$ cat src/design/wisp_pkg.sv
// ----------------------------------------------------------------------------
// wisp_pkg: shared types and constants of the slot picker
// Widths, register indexes, reset values, FSM states and the control and
// running-maximum structs passed between the top level and the cells.
// ----------------------------------------------------------------------------
package wisp_pkg;

  localparam int NUM_APPS_DEF    = 7;
  localparam int COUNT_WIDTH_DEF = 16;

  localparam int APP_W    = 3;   // client index and apps_in_use width
  localparam int STEP_W   = 24;  // unsigned 8.16 reciprocal weight
  localparam int CREDIT_W = 40;  // signed 24.16 accumulator
  localparam int OUT_W    = 16;  // reported count and slot width
  localparam int CFG_W    = 24;  // widest register
  localparam int CFG_IDX_W = 3;

  localparam logic [STEP_W-1:0] STEP_RESET = 24'h010000;  // 1.0
  localparam logic [APP_W-1:0]  APPS_RESET = 3'd1;

  // register indexes
  localparam logic [CFG_IDX_W-1:0] REG_APPS_IN_USE = 3'd0;
  localparam logic [CFG_IDX_W-1:0] REG_STEP_BASE   = 3'd1;

  typedef enum logic [1:0] {
    ST_IDLE,
    ST_SCAN,
    ST_UPDATE
  } state_t;

  // broadcast control from the sequencer to every cell
  typedef struct packed {
    logic             clear;      // restart: zero credit and count
    logic             scan;       // scan step active
    logic [APP_W-1:0] scan_step;  // cell taking part in this scan cycle
    logic             update;     // charge the winner
    logic [APP_W-1:0] win;        // winning client
    logic [APP_W-1:0] apps;       // clients in use, already clamped
  } cell_ctl_t;

  // running maximum handed from cell to cell
  typedef struct packed {
    logic signed [CREDIT_W-1:0] credit;
    logic [APP_W-1:0]           idx;
  } run_t;

endpackage

$ cat src/design/wisp_in_if.sv
// ----------------------------------------------------------------------------
// wisp_in_if: draw request channel
// Valid/ready channel carrying the restart flag of one draw item.
// ----------------------------------------------------------------------------
interface wisp_in_if;
  logic valid;
  logic ready;
  logic restart;

  modport source (output valid, output restart, input ready);
  modport sink   (input valid, input restart, output ready);
endinterface

$ cat src/design/wisp_out_if.sv
// ----------------------------------------------------------------------------
// wisp_out_if: slot result channel
// Valid/ready channel carrying the chosen client, its count and the slot.
// ----------------------------------------------------------------------------
interface wisp_out_if;
  logic        valid;
  logic        ready;
  logic [2:0]  chosen_app;
  logic [15:0] chosen_count;
  logic [15:0] slot_number;

  modport source (output valid, output chosen_app, output chosen_count,
                  output slot_number, input ready);
  modport sink   (input valid, input chosen_app, input chosen_count,
                  input slot_number, output ready);
endinterface

$ cat src/design/wisp_cell.sv
// ----------------------------------------------------------------------------
// wisp_cell: one client of the interleave
// Holds the client's credit, slot count and step; takes part in the
// running-maximum scan and charges itself when it wins.
// ----------------------------------------------------------------------------
module wisp_cell #(
  parameter int IDX         = 0,
  parameter int COUNT_WIDTH = wisp_pkg::COUNT_WIDTH_DEF
) (
  input  logic                            clk,
  input  logic                            rst_n,
  input  wisp_pkg::cell_ctl_t             ctl,
  input  logic                            step_we,
  input  logic [wisp_pkg::STEP_W-1:0]     step_data,
  input  wisp_pkg::run_t                  prev_run,
  input  logic [COUNT_WIDTH-1:0]          prev_given,
  output wisp_pkg::run_t                  run,
  output logic [COUNT_WIDTH-1:0]          run_given
);

  logic signed [wisp_pkg::CREDIT_W-1:0] credit_r, credit_nxt;
  logic [COUNT_WIDTH-1:0]               given_r, given_nxt;
  logic [wisp_pkg::STEP_W-1:0]          step_r;
  wisp_pkg::run_t                       run_r, run_nxt;
  logic [COUNT_WIDTH-1:0]               rgiven_r, rgiven_nxt;
  logic signed [wisp_pkg::CREDIT_W:0]   diff;
  logic                                 in_use;
  logic                                 take_own;

  localparam logic [wisp_pkg::APP_W-1:0] MY_IDX = wisp_pkg::APP_W'(IDX);

  assign in_use   = (MY_IDX < ctl.apps);
  // strict compare keeps ties with the lower index
  assign take_own = (IDX == 0) || (in_use && (credit_r > prev_run.credit));

  always_comb begin
    diff = {credit_r[wisp_pkg::CREDIT_W-1], credit_r}
         - $signed({{(wisp_pkg::CREDIT_W + 1 - wisp_pkg::STEP_W){1'b0}}, step_r});
    credit_nxt = credit_r;
    given_nxt  = given_r;
    if (ctl.clear) begin
      credit_nxt = '0;
      given_nxt  = '0;
    end else if (ctl.update && (ctl.win == MY_IDX)) begin
      // floor at the most negative credit
      if (diff[wisp_pkg::CREDIT_W] != diff[wisp_pkg::CREDIT_W-1]) begin
        credit_nxt = {1'b1, {(wisp_pkg::CREDIT_W-1){1'b0}}};
      end else begin
        credit_nxt = diff[wisp_pkg::CREDIT_W-1:0];
      end
      if (!(&given_r)) begin
        given_nxt = given_r + COUNT_WIDTH'(1);
      end
    end
  end

  always_comb begin
    run_nxt    = run_r;
    rgiven_nxt = rgiven_r;
    if (ctl.scan && (ctl.scan_step == MY_IDX)) begin
      if (take_own) begin
        run_nxt.credit = credit_r;
        run_nxt.idx    = MY_IDX;
        rgiven_nxt     = given_r;
      end else begin
        run_nxt    = prev_run;
        rgiven_nxt = prev_given;
      end
    end
  end

  always_ff @(posedge clk) begin
    if (!rst_n) begin
      credit_r <= '0;
      given_r  <= '0;
      step_r   <= wisp_pkg::STEP_RESET;
    end else begin
      credit_r <= credit_nxt;
      given_r  <= given_nxt;
      if (step_we) begin
        step_r <= step_data;
      end
    end
  end

  always_ff @(posedge clk) begin
    run_r    <= run_nxt;
    rgiven_r <= rgiven_nxt;
  end

  assign run       = run_r;
  assign run_given = rgiven_r;

endmodule

$ cat src/design/weighted_interleave_slot_picker.sv
// Flow: a new item is taken only in ST_IDLE, once the previous one is charged;
//   the running maximum walks the cell chain one cell per cycle, then
//   ST_UPDATE charges the winner and registers the result.
//   A result still waiting on the output holds the charge back.
// Reset (rst_n, synchronous, active low): credits, counts and slot number
//   zero, apps_in_use 1, every step 1.0, no result pending.
// ----------------------------------------------------------------------------
// weighted_interleave_slot_picker: weighted round-robin slot picker
// A row of client cells, each holding its own credit, count and step. A
// draw hands a running maximum down the row, one cell a cycle; the last
// cell names the winner, which is then charged its step.
// ----------------------------------------------------------------------------
module weighted_interleave_slot_picker #(
  parameter int NUM_APPS    = wisp_pkg::NUM_APPS_DEF,
  parameter int COUNT_WIDTH = wisp_pkg::COUNT_WIDTH_DEF
) (
  input  logic                             clk,
  input  logic                             rst_n,
  wisp_in_if.sink                          in_ch,
  wisp_out_if.source                       out_ch,
  input  logic                             cfg_we,
  input  logic [wisp_pkg::CFG_IDX_W-1:0]   cfg_index,
  input  logic [wisp_pkg::CFG_W-1:0]       cfg_data
);

  localparam logic [wisp_pkg::APP_W-1:0] LAST_CELL = wisp_pkg::APP_W'(NUM_APPS - 1);
  localparam logic [wisp_pkg::APP_W-1:0] ROW_SIZE  = wisp_pkg::APP_W'(NUM_APPS);

  wisp_pkg::state_t              state_r, state_nxt;
  logic [wisp_pkg::APP_W-1:0]    step_cnt_r, step_cnt_nxt;
  logic [wisp_pkg::APP_W-1:0]    apps_r;
  logic [wisp_pkg::APP_W-1:0]    apps_eff;
  logic [COUNT_WIDTH-1:0]        pos_r, pos_nxt;
  logic                          out_valid_r, out_valid_nxt;
  logic [wisp_pkg::APP_W-1:0]    out_app_r, out_app_nxt;
  logic [wisp_pkg::OUT_W-1:0]    out_count_r, out_count_nxt;
  logic [wisp_pkg::OUT_W-1:0]    out_slot_r, out_slot_nxt;
  logic                          accept;
  logic                          out_free;
  logic                          restart_now;
  wisp_pkg::cell_ctl_t           ctl;

  wisp_pkg::run_t                run_w   [NUM_APPS+1];
  logic [COUNT_WIDTH-1:0]        given_w [NUM_APPS+1];
  logic [COUNT_WIDTH-1:0]        win_given_inc;

  // clamp a count to the 16-bit report range
  function automatic logic [wisp_pkg::OUT_W-1:0] out16(input logic [COUNT_WIDTH-1:0] v);
    logic [31:0] wide;
    wide = 32'(v);
    if (wide > 32'd65535) begin
      return 16'hFFFF;
    end
    return wide[wisp_pkg::OUT_W-1:0];
  endfunction

  // clients in use: zero reads as one, above the row as the whole row
  always_comb begin
    if (apps_r == '0) begin
      apps_eff = wisp_pkg::APP_W'(1);
    end else if (apps_r > ROW_SIZE) begin
      apps_eff = ROW_SIZE;
    end else begin
      apps_eff = apps_r;
    end
  end

  assign accept      = in_ch.valid && in_ch.ready;
  assign restart_now = accept && in_ch.restart;
  assign out_free    = !out_valid_r || out_ch.ready;
  assign in_ch.ready = (state_r == wisp_pkg::ST_IDLE);

  // winner's count after this draw, saturating at the counter ceiling
  assign win_given_inc = (&given_w[NUM_APPS]) ? given_w[NUM_APPS]
                                              : given_w[NUM_APPS] + COUNT_WIDTH'(1);

  always_comb begin
    state_nxt     = state_r;
    step_cnt_nxt  = step_cnt_r;
    pos_nxt       = pos_r;
    out_valid_nxt = out_valid_r;
    out_app_nxt   = out_app_r;
    out_count_nxt = out_count_r;
    out_slot_nxt  = out_slot_r;

    ctl.clear     = restart_now;
    ctl.scan      = 1'b0;
    ctl.scan_step = step_cnt_r;
    ctl.update    = 1'b0;
    ctl.win       = run_w[NUM_APPS].idx;
    ctl.apps      = apps_eff;

    // drop the result once taken
    if (out_valid_r && out_ch.ready) begin
      out_valid_nxt = 1'b0;
    end

    unique case (state_r)
      wisp_pkg::ST_IDLE: begin
        if (accept) begin
          step_cnt_nxt = '0;
          state_nxt    = wisp_pkg::ST_SCAN;
          if (in_ch.restart) begin
            pos_nxt = '0;
          end
        end
      end
      wisp_pkg::ST_SCAN: begin
        // advance the running maximum one cell
        ctl.scan = 1'b1;
        if (step_cnt_r == LAST_CELL) begin
          state_nxt = wisp_pkg::ST_UPDATE;
        end else begin
          step_cnt_nxt = step_cnt_r + wisp_pkg::APP_W'(1);
        end
      end
      wisp_pkg::ST_UPDATE: begin
        // hold until the output register is free, then charge and report
        if (out_free) begin
          ctl.update    = 1'b1;
          out_valid_nxt = 1'b1;
          out_app_nxt   = run_w[NUM_APPS].idx;
          out_count_nxt = out16(win_given_inc);
          out_slot_nxt  = out16(pos_r);
          if (!(&pos_r)) begin
            pos_nxt = pos_r + COUNT_WIDTH'(1);
          end
          state_nxt = wisp_pkg::ST_IDLE;
        end
      end
      default: begin
        state_nxt = wisp_pkg::ST_IDLE;
      end
    endcase
  end

  always_ff @(posedge clk) begin
    if (!rst_n) begin
      state_r     <= wisp_pkg::ST_IDLE;
      step_cnt_r  <= '0;
      pos_r       <= '0;
      out_valid_r <= 1'b0;
      apps_r      <= wisp_pkg::APPS_RESET;
    end else begin
      state_r     <= state_nxt;
      step_cnt_r  <= step_cnt_nxt;
      pos_r       <= pos_nxt;
      out_valid_r <= out_valid_nxt;
      if (cfg_we && (cfg_index == wisp_pkg::REG_APPS_IN_USE)) begin
        apps_r <= cfg_data[wisp_pkg::APP_W-1:0];
      end
    end
  end

  always_ff @(posedge clk) begin
    out_app_r   <= out_app_nxt;
    out_count_r <= out_count_nxt;
    out_slot_r  <= out_slot_nxt;
  end

  assign out_ch.valid        = out_valid_r;
  assign out_ch.chosen_app   = out_app_r;
  assign out_ch.chosen_count = out_count_r;
  assign out_ch.slot_number  = out_slot_r;

  // head of the chain: cell 0 always takes its own credit
  assign run_w[0]   = '0;
  assign given_w[0] = '0;

  for (genvar g = 0; g < NUM_APPS; g++) begin : g_cell
    logic step_we;
    assign step_we = cfg_we
                  && (cfg_index == (wisp_pkg::REG_STEP_BASE + wisp_pkg::CFG_IDX_W'(g)));

    wisp_cell #(
      .IDX         (g),
      .COUNT_WIDTH (COUNT_WIDTH)
    ) u_cell (
      .clk        (clk),
      .rst_n      (rst_n),
      .ctl        (ctl),
      .step_we    (step_we),
      .step_data  (cfg_data[wisp_pkg::STEP_W-1:0]),
      .prev_run   (run_w[g]),
      .prev_given (given_w[g]),
      .run        (run_w[g+1]),
      .run_given  (given_w[g+1])
    );
  end

endmodule

$ cat src/flat_wrapper.sv
// flat-port wrapper written by rule: the top's interface ports become plain ports
module weighted_interleave_slot_picker_flat 
#(
  parameter int NUM_APPS    = wisp_pkg::NUM_APPS_DEF,
  parameter int COUNT_WIDTH = wisp_pkg::COUNT_WIDTH_DEF
)
  (clk, rst_n, cfg_we, cfg_index, cfg_data, in_ch_valid, in_ch_restart, in_ch_ready, out_ch_valid, out_ch_chosen_app, out_ch_chosen_count, out_ch_slot_number, out_ch_ready);
  wisp_in_if in_ch_i ();
  wisp_out_if out_ch_i ();
  input  logic clk;
  input  logic rst_n;
  input  logic cfg_we;
  input  logic [wisp_pkg::CFG_IDX_W-1:0] cfg_index;
  input  logic [wisp_pkg::CFG_W-1:0] cfg_data;
  input wire logic [$bits(in_ch_i.valid)-1:0] in_ch_valid;
  input wire logic [$bits(in_ch_i.restart)-1:0] in_ch_restart;
  output wire logic [$bits(in_ch_i.ready)-1:0] in_ch_ready;
  output wire logic [$bits(out_ch_i.valid)-1:0] out_ch_valid;
  output wire logic [$bits(out_ch_i.chosen_app)-1:0] out_ch_chosen_app;
  output wire logic [$bits(out_ch_i.chosen_count)-1:0] out_ch_chosen_count;
  output wire logic [$bits(out_ch_i.slot_number)-1:0] out_ch_slot_number;
  input wire logic [$bits(out_ch_i.ready)-1:0] out_ch_ready;
  assign in_ch_i.valid = in_ch_valid;
  assign in_ch_i.restart = in_ch_restart;
  assign in_ch_ready = in_ch_i.ready;
  assign out_ch_valid = out_ch_i.valid;
  assign out_ch_chosen_app = out_ch_i.chosen_app;
  assign out_ch_chosen_count = out_ch_i.chosen_count;
  assign out_ch_slot_number = out_ch_i.slot_number;
  assign out_ch_i.ready = out_ch_ready;
  weighted_interleave_slot_picker #(.NUM_APPS(NUM_APPS), .COUNT_WIDTH(COUNT_WIDTH)) u_core (.clk(clk), .rst_n(rst_n), .in_ch(in_ch_i), .out_ch(out_ch_i), .cfg_we(cfg_we), .cfg_index(cfg_index), .cfg_data(cfg_data));
endmodule
$ cat config.mk
export PLATFORM = sky130hd
export DESIGN_NAME = weighted_interleave_slot_picker_flat
export DESIGN_NICKNAME = d
export VERILOG_FILES = /design/src/design/wisp_pkg.sv /design/src/design/wisp_in_if.sv /design/src/design/wisp_out_if.sv /design/src/design/wisp_cell.sv /design/src/design/weighted_interleave_slot_picker.sv /design/src/flat_wrapper.sv
export SDC_FILE = /design/constraint.sdc
export NUM_CORES = 2
export LEC_CHECK = 0
export BUFFER_PORTS_ARGS = -buffer_cell sky130_fd_sc_hd__buf_4
export CAP_MARGIN = 20
export CORE_AREA = 2 2 610 309
export CTS_CLUSTER_DIAMETER = 80
export DETAILED_ROUTE_END_ITERATION = 7
export DIE_AREA = 0 0 612 311
export PLACE_DENSITY_LB_ADDON = 0.05
export RECOVER_POWER = 25
export REMOVE_ABC_BUFFERS = 1
export SYNTH_ARGS = -nofsm -noshare
export SYNTH_HDL_FRONTEND = slang
export SYNTH_SLANG_ARGS = --single-unit
$ cat constraint.sdc
create_clock -name clk -period 11 [get_ports clk]
set_input_delay 0.55 -clock clk [delete_from_list [all_inputs] [get_ports clk]]
set_output_delay 0.55 -clock clk [all_outputs]
set_load 0.02 [all_outputs]
### Word level (Yosys, flattened, before mapping)

Cells that the tools add are included.

* bits in registers: 986
* output and inout bits: 37
* logic and storage cells: 220

* add/sub/neg operators: 17
* order comparisons: 13
* equality and inequality tests: 34
* mux-type cells: 39
* bitwise gates (word level): 8
* reduce and logical (&&, ||, !) cells: 61

Operators by type and width (number)
* 40-bit by 25-bit subtractor with 41-bit output: 7
* 40-bit 2-to-1 mux: 7
* 40-bit > comparator: 6
* 43-bit 2-to-1 mux: 5
* 16-bit 2-to-1 mux: 11
* 16-bit by 1-bit adder with 16-bit output (second input constant): 9
* 16-bit AND reduction: 9
* 16-bit one-hot mux with 2 select lines: 1
* 1-bit logical AND: 31
* 3-bit equality test (second input constant): 10
* 3-bit by 2-bit equality test with 1-bit output (second input constant): 6
* 2-bit AND reduction: 8
* 3-bit logical NOT: 4
* 3-bit 2-to-1 mux: 4
* 3-bit by 1-bit equality test with 1-bit output (second input constant): 3
* 3-bit < comparator (first input constant): 3
* 2-bit inequality test (second input constant): 4
* 1-bit NOT: 8
* 1-bit inequality test: 7
* 2-bit by 3-bit < comparator with 1-bit output (first input constant): 2
* 1-bit 2-to-1 mux: 6
* 2-bit 2-to-1 mux: 3
* 2-bit one-hot mux with 3 select lines: 1
* 3-bit one-hot mux with 2 select lines: 1
* 13 further kinds: 16

### Longest topological paths before layout

* depth after elaboration: 6
* depth in mapped cells: 19
* depth with buffers taken out: 17

### Modules after synthesis

A second synthesis with hierarchy kept.

* cells, all modules: 6135
* area, all modules: 60003.8 um^2

Modules (own cells, without submodules)
* wisp_cell (u_core.g_cell[2].u_cell): times used 1, cells an instance 1125, area each 9865.7 um^2, seq. area each 3373.2 um^2
* wisp_cell (u_core.g_cell[5].u_cell): times used 1, cells an instance 835, area each 8242.9 um^2, seq. area each 3373.2 um^2
* wisp_cell (u_core.g_cell[3].u_cell): times used 1, cells an instance 817, area each 8241.7 um^2, seq. area each 3373.2 um^2
* wisp_cell (u_core.g_cell[6].u_cell): times used 1, cells an instance 839, area each 8221.6 um^2, seq. area each 3373.2 um^2
* wisp_cell (u_core.g_cell[1].u_cell): times used 1, cells an instance 823, area each 8122.8 um^2, seq. area each 3373.2 um^2
* wisp_cell (u_core.g_cell[4].u_cell): times used 1, cells an instance 795, area each 7978.9 um^2, seq. area each 3373.2 um^2
* wisp_cell (u_core.g_cell[0].u_cell): times used 1, cells an instance 630, area each 6503.7 um^2, seq. area each 3283.1 um^2
* weighted_interleave_slot_picker: times used 1, cells an instance 271, area each 2826.5 um^2, seq. area each 1551.5 um^2

### Least setup slack after synthesis

OpenSTA, ideal clock, no wires.

* path type: reg-to-reg
* start point: register u_core.state_r[0]
* end point: register u_core.g_cell[2].u_cell.run_r (netlist bit u_core.g_cell[2].u_cell.run[0]), enable pin
* library setup time: 0.545 ns
* arrival time: 4.678 ns
* data required time: 10.455 ns
* slack: 5.776 ns
* stages on the path, launching flop included: 4
* path buffers: 1
* period minus slack after synthesis: 5.224 ns
* cell sequence: dfxtp_1 > clkbuf_1 > nand2_1 > nor3_1

* longest elaborated chain between the ends: 3

RTL lines
* start: declaration: RTL line weighted_interleave_slot_picker.sv:29 `wisp_pkg::state_t state_r, state_nxt;`
* start signal: assignment: RTL line weighted_interleave_slot_picker.sv:139 `state_r <= wisp_pkg::ST_IDLE;`
* start signal: assignment: RTL line weighted_interleave_slot_picker.sv:145 `state_r <= state_nxt;`
* 2-bit by 1-bit equality test with 1-bit output: RTL line weighted_interleave_slot_picker.sv:98 `unique case (state_r)`
* 1-bit 2-to-1 mux: RTL line weighted_interleave_slot_picker.sv:98
* 1-bit logical AND: RTL line wisp_cell.sv:60 `if (ctl.scan && (ctl.scan_step == MY_IDX)) begin`
* end signal: assignment: RTL line wisp_cell.sv:87 `run_r <= run_nxt;`
* end: declaration: RTL line wisp_cell.sv:24 `wisp_pkg::run_t run_r, run_nxt;`

No other way between the ends.
A chain may end at the register's enable or synchronous reset.

### Worst setup path in the final report

* start point: input port rst_n
* end point: register u_core.g_cell[5].u_cell.step_r[16] (netlist name)

RTL lines
* start: declaration: RTL line flat_wrapper.sv:11 `input logic rst_n;`
* end signal: assignment: RTL line wisp_cell.sv:76 `step_r <= wisp_pkg::STEP_RESET;`
* end signal: assignment: RTL line wisp_cell.sv:81 `step_r <= step_data;`
* end: declaration: RTL line wisp_cell.sv:23 `logic [wisp_pkg::STEP_W-1:0] step_r;`

No word-level cell between the ends.

==> results.md <==
* Outcome: finished, violations left
* Failing checks: capacitance limit, slew limit
* Final Slew Violations at between 200 and 250
* Crit-path most repeated cell: clkbuf_1
* Clk_lat worst skew at ~0.74 ns
* Mux share of post-synthesis cell area at 6.62%
* Yosys cell types at 84
* Pwr Density at 134 nW/µm²
* Core ar. at about 190,000 µm²
* Area leader, netlist: edfxtp_1
* Inst Count DP at between 8k and 9k
* Drt total wl at approximately 210,000 µm
* Synth Warn # at 0
* First-pass GRT wire length at 296,000 µm
* Worst EP required at approximately 11 ns
* DR vias/cell at slightly above 5
* Worst-case vdd ir drop at around 110 µV
* CTS tree: yes
* MaxCap Viol Count at 5
* Setup Buffers After CTS at 0
* Fin area at just over 60,000 µm²
* # rows at 112
* Worst path slowest cell: clkbuf_1
* Seq/Total Area, Yosys at a little over two fifths
* Post-CTS Hold Buffers at 0
* Cell with the most instances after synthesis: nand2_1
* Worst-path fanout max at between 100 and 150
* Detail Placement HPWL at 161,000 µm
* Die width at between 600 and 700 µm
* Total grt overflow at 0
* Post-synthesis average cell area at roughly 9.5 µm²
* Starting density of the core at 29.8%
* CP delay by family, top: buffers and inverters
* Slowest stage delay, CP at slightly above 5 ns
* Leakage at roughly 25 nW
* Fin crit share at 72.1%
* Final RePlAce weighted congestion at ~0.93
* Slew @ Worst Pin at 7.04 ns
* Post-Synth Simple-Gate Area at between 15 and 20%
* Setup WS post-layout at between 3 and 4 ns
* Drt first-iter violations at about 4.5k
* Largest net degree at the start of global routing at 124
* Most frequent cells after synthesis: nand2_1 (609), dfxtp_1 (585), nor2_1 (489), inv_1 (484), ha_1 (429)
* RSZ-0062 raised after global routing: no
* Max Clk Rate at roughly 130 MHz
* Final ANT Viol Nets at 0
* DRC violations left at 0
* CTS Sinks at around 990
* DR vias at 43.7k
* H-tree depth at 3
* First-pass DRT Iterations at 5
* Worst path cell trace: clkbuf_1, clkbuf_1, o211ai_1
* Largest family of logic cells by synthesized area: simple AND/OR/NAND/NOR gates
* Nets at between 6k and 7k
* Layout area overhead at 13.0%
* Die area at 190,000 µm²
* CP Capture Type: flop
* FFs w/ async S/R, synth at 0%
* Layout Utilization at about 34%
* CTS Buf Count at roughly 100
* Worst Skew at a little under 0.04 ns
* Drt wl/cell at roughly 25 µm
* Die height at a little over 300 µm
* Syn Inst Count at between 5k and 6k
* Boundary pin count at 70
* Slew Limit Headroom at -369%
* Worst hold path type: in -> reg
* Post-synthesis register bit count at 986
* Setup CP Type: in -> reg
* Number of flops mapped to enable cells by yosys at about 400
* Vias in the first global route at just under 40k
* Main synth FF type: dfxtp_1
* Compound-Gate Fraction of Synth Area at between 10% and 20%
* Final Critical Period at 7.94 ns
* Hold slack at approximately 0.19 ns
* Clk buf depth at 3
* Worst EP arrival at 8.23 ns
* Post-cts sizing count at 0
* Post-place instance area at between 50,000 and 60,000 µm²
* Synth Area in Adders at 9.98%
* CP Launch Type: primary input
* Post-Syn Area at 55,200 µm²
* Layout cell share with drive strength beyond 1 at 10.6%
* Yosys top cell area share at between 20% and 30%
* Antenna violations before repair at 17
* Gr usage total at between 20% and 30%
* Clock Pin Slew Worst Setup and Hold Paths at about 0.070 ns
* Synth Area in XOR/XNOR at under 10%
* Worst path bufs/invs at 2
* Fin. Hold Viols at 0
* Placement Setup Slack at roughly 5.5 ns
* Final setup viols at 0
* Finished Layout Cells at 8,485
* Buffers on Ports at slightly below 70
* Root Driver: clkbuf_16
* Top area cells in the synthesized netlist: edfxtp_1 (22%), dfxtp_1 (21%), ha_1 (9.7%)
-- tightest hold or removal path, cell delays in order --
cell and delay [ns]:
buf_4 0.18, nand2_1 0.07, a21boi_0 0.06
-- flip-flops by register name, indices dropped and copies added, names as in the netlist, 3 cells and up --
register and count:
u_core.apps_r 3, u_core.g_cell.u_cell.credit_r 280, u_core.pos_r 16, u_core.g_cell.u_cell.given_r 112, u_core.step_cnt_r 3, u_core.out_ch.slot_number 16
u_core.out_ch.chosen_app 3, u_core.g_cell.u_cell.step_r 168, u_core.g_cell.u_cell.run_given 112, u_core.g_cell.u_cell.run 254, u_core.out_ch.chosen_count 16
-- stage by stage --
step | setup TNS (ns) | total power, mW
5_1_grt | 0 | 8.64
6_report | 0 | 8.35
4_1_cts | 0 | 8.45
3_3_place_gp | 0 | 4.44
3_5_place_dp | 0 | 4.44
2_1_floorplan | -1715.64 | 4.20
-- report_power, final --
part	switching [mW]	internal, mW	leakage, nW
combinational	0.371	0.173	14.4
sequential	0.0173	3.81	8.43
clock	1.65	2.33	1.80
total	2.03	6.32	24.6
-- path summary, 6_finish.rpt --
path,from,slack (ns),end,depth (start not counted)
max reg2reg,u_core.g_cell[1].u_cell.credit_r[0],5.19,u_core.g_cell[1].u_cell.credit_r[28],17
max,rst_n,3.06,u_core.g_cell[5].u_cell.step_r[16],3
min reg2reg,u_core.pos_r[15],0.44,u_core.out_ch.slot_number[15],0
min,cfg_data[20],0.19,u_core.g_cell[0].u_cell.step_r[20],3
-- cells by family after synthesis --
| family | Yosys count |
|---|---|
| adder cells (fa/ha/maj) | 436 |
| AO/OA/AOI/OAI | 1248 |
| buffers and inverters | 693 |
| multiplexers | 328 |
| flip-flops | 986 |
| XOR/XNOR | 293 |
| AND/OR/NAND/NOR | 1853 |
-- cell type report --
class / instances / area, µm²
multi-input combinational: 4158 / 28900
sequential: 986 / 23800
fill: 18980 / 123000
clock inverter: 53 / 845
inverter: 484 / 1820
timing repair buffer: 147 / 960
clock buffer: 137 / 2880
tap: 2508 / 3140
antenna: 12 / 30.0
-- cell usage in the layout (no fill, tap or decap), drive strengths merged, types with 34 or more instances in the layout --
cell type and count:
nand2 610, dfxtp 585, inv 489, nor2 489
ha 429, edfxtp 401, a21oi 339, mux2 294
clkbuf 185, a21boi 170, o21ai 170, xnor2 159
a21o 143, nand3 140, xor2 134, nor3 109
buf 99, nand4 91, or3 77, a22oi 70
nor4 57, and3 55, a211oi 54, o21a 42
nor2b 39, o211ai 39, mux2i 34
-- metal layers --
layer | wire (µm) | track usage, %
met1 | 124000 | 39.3
met2 | 61500 | 21.5
met3 | 20200 | 6.41
met4 | 2450 | 2.87
met5 | 13 | 0
Power figures use the tool's default switching activity.
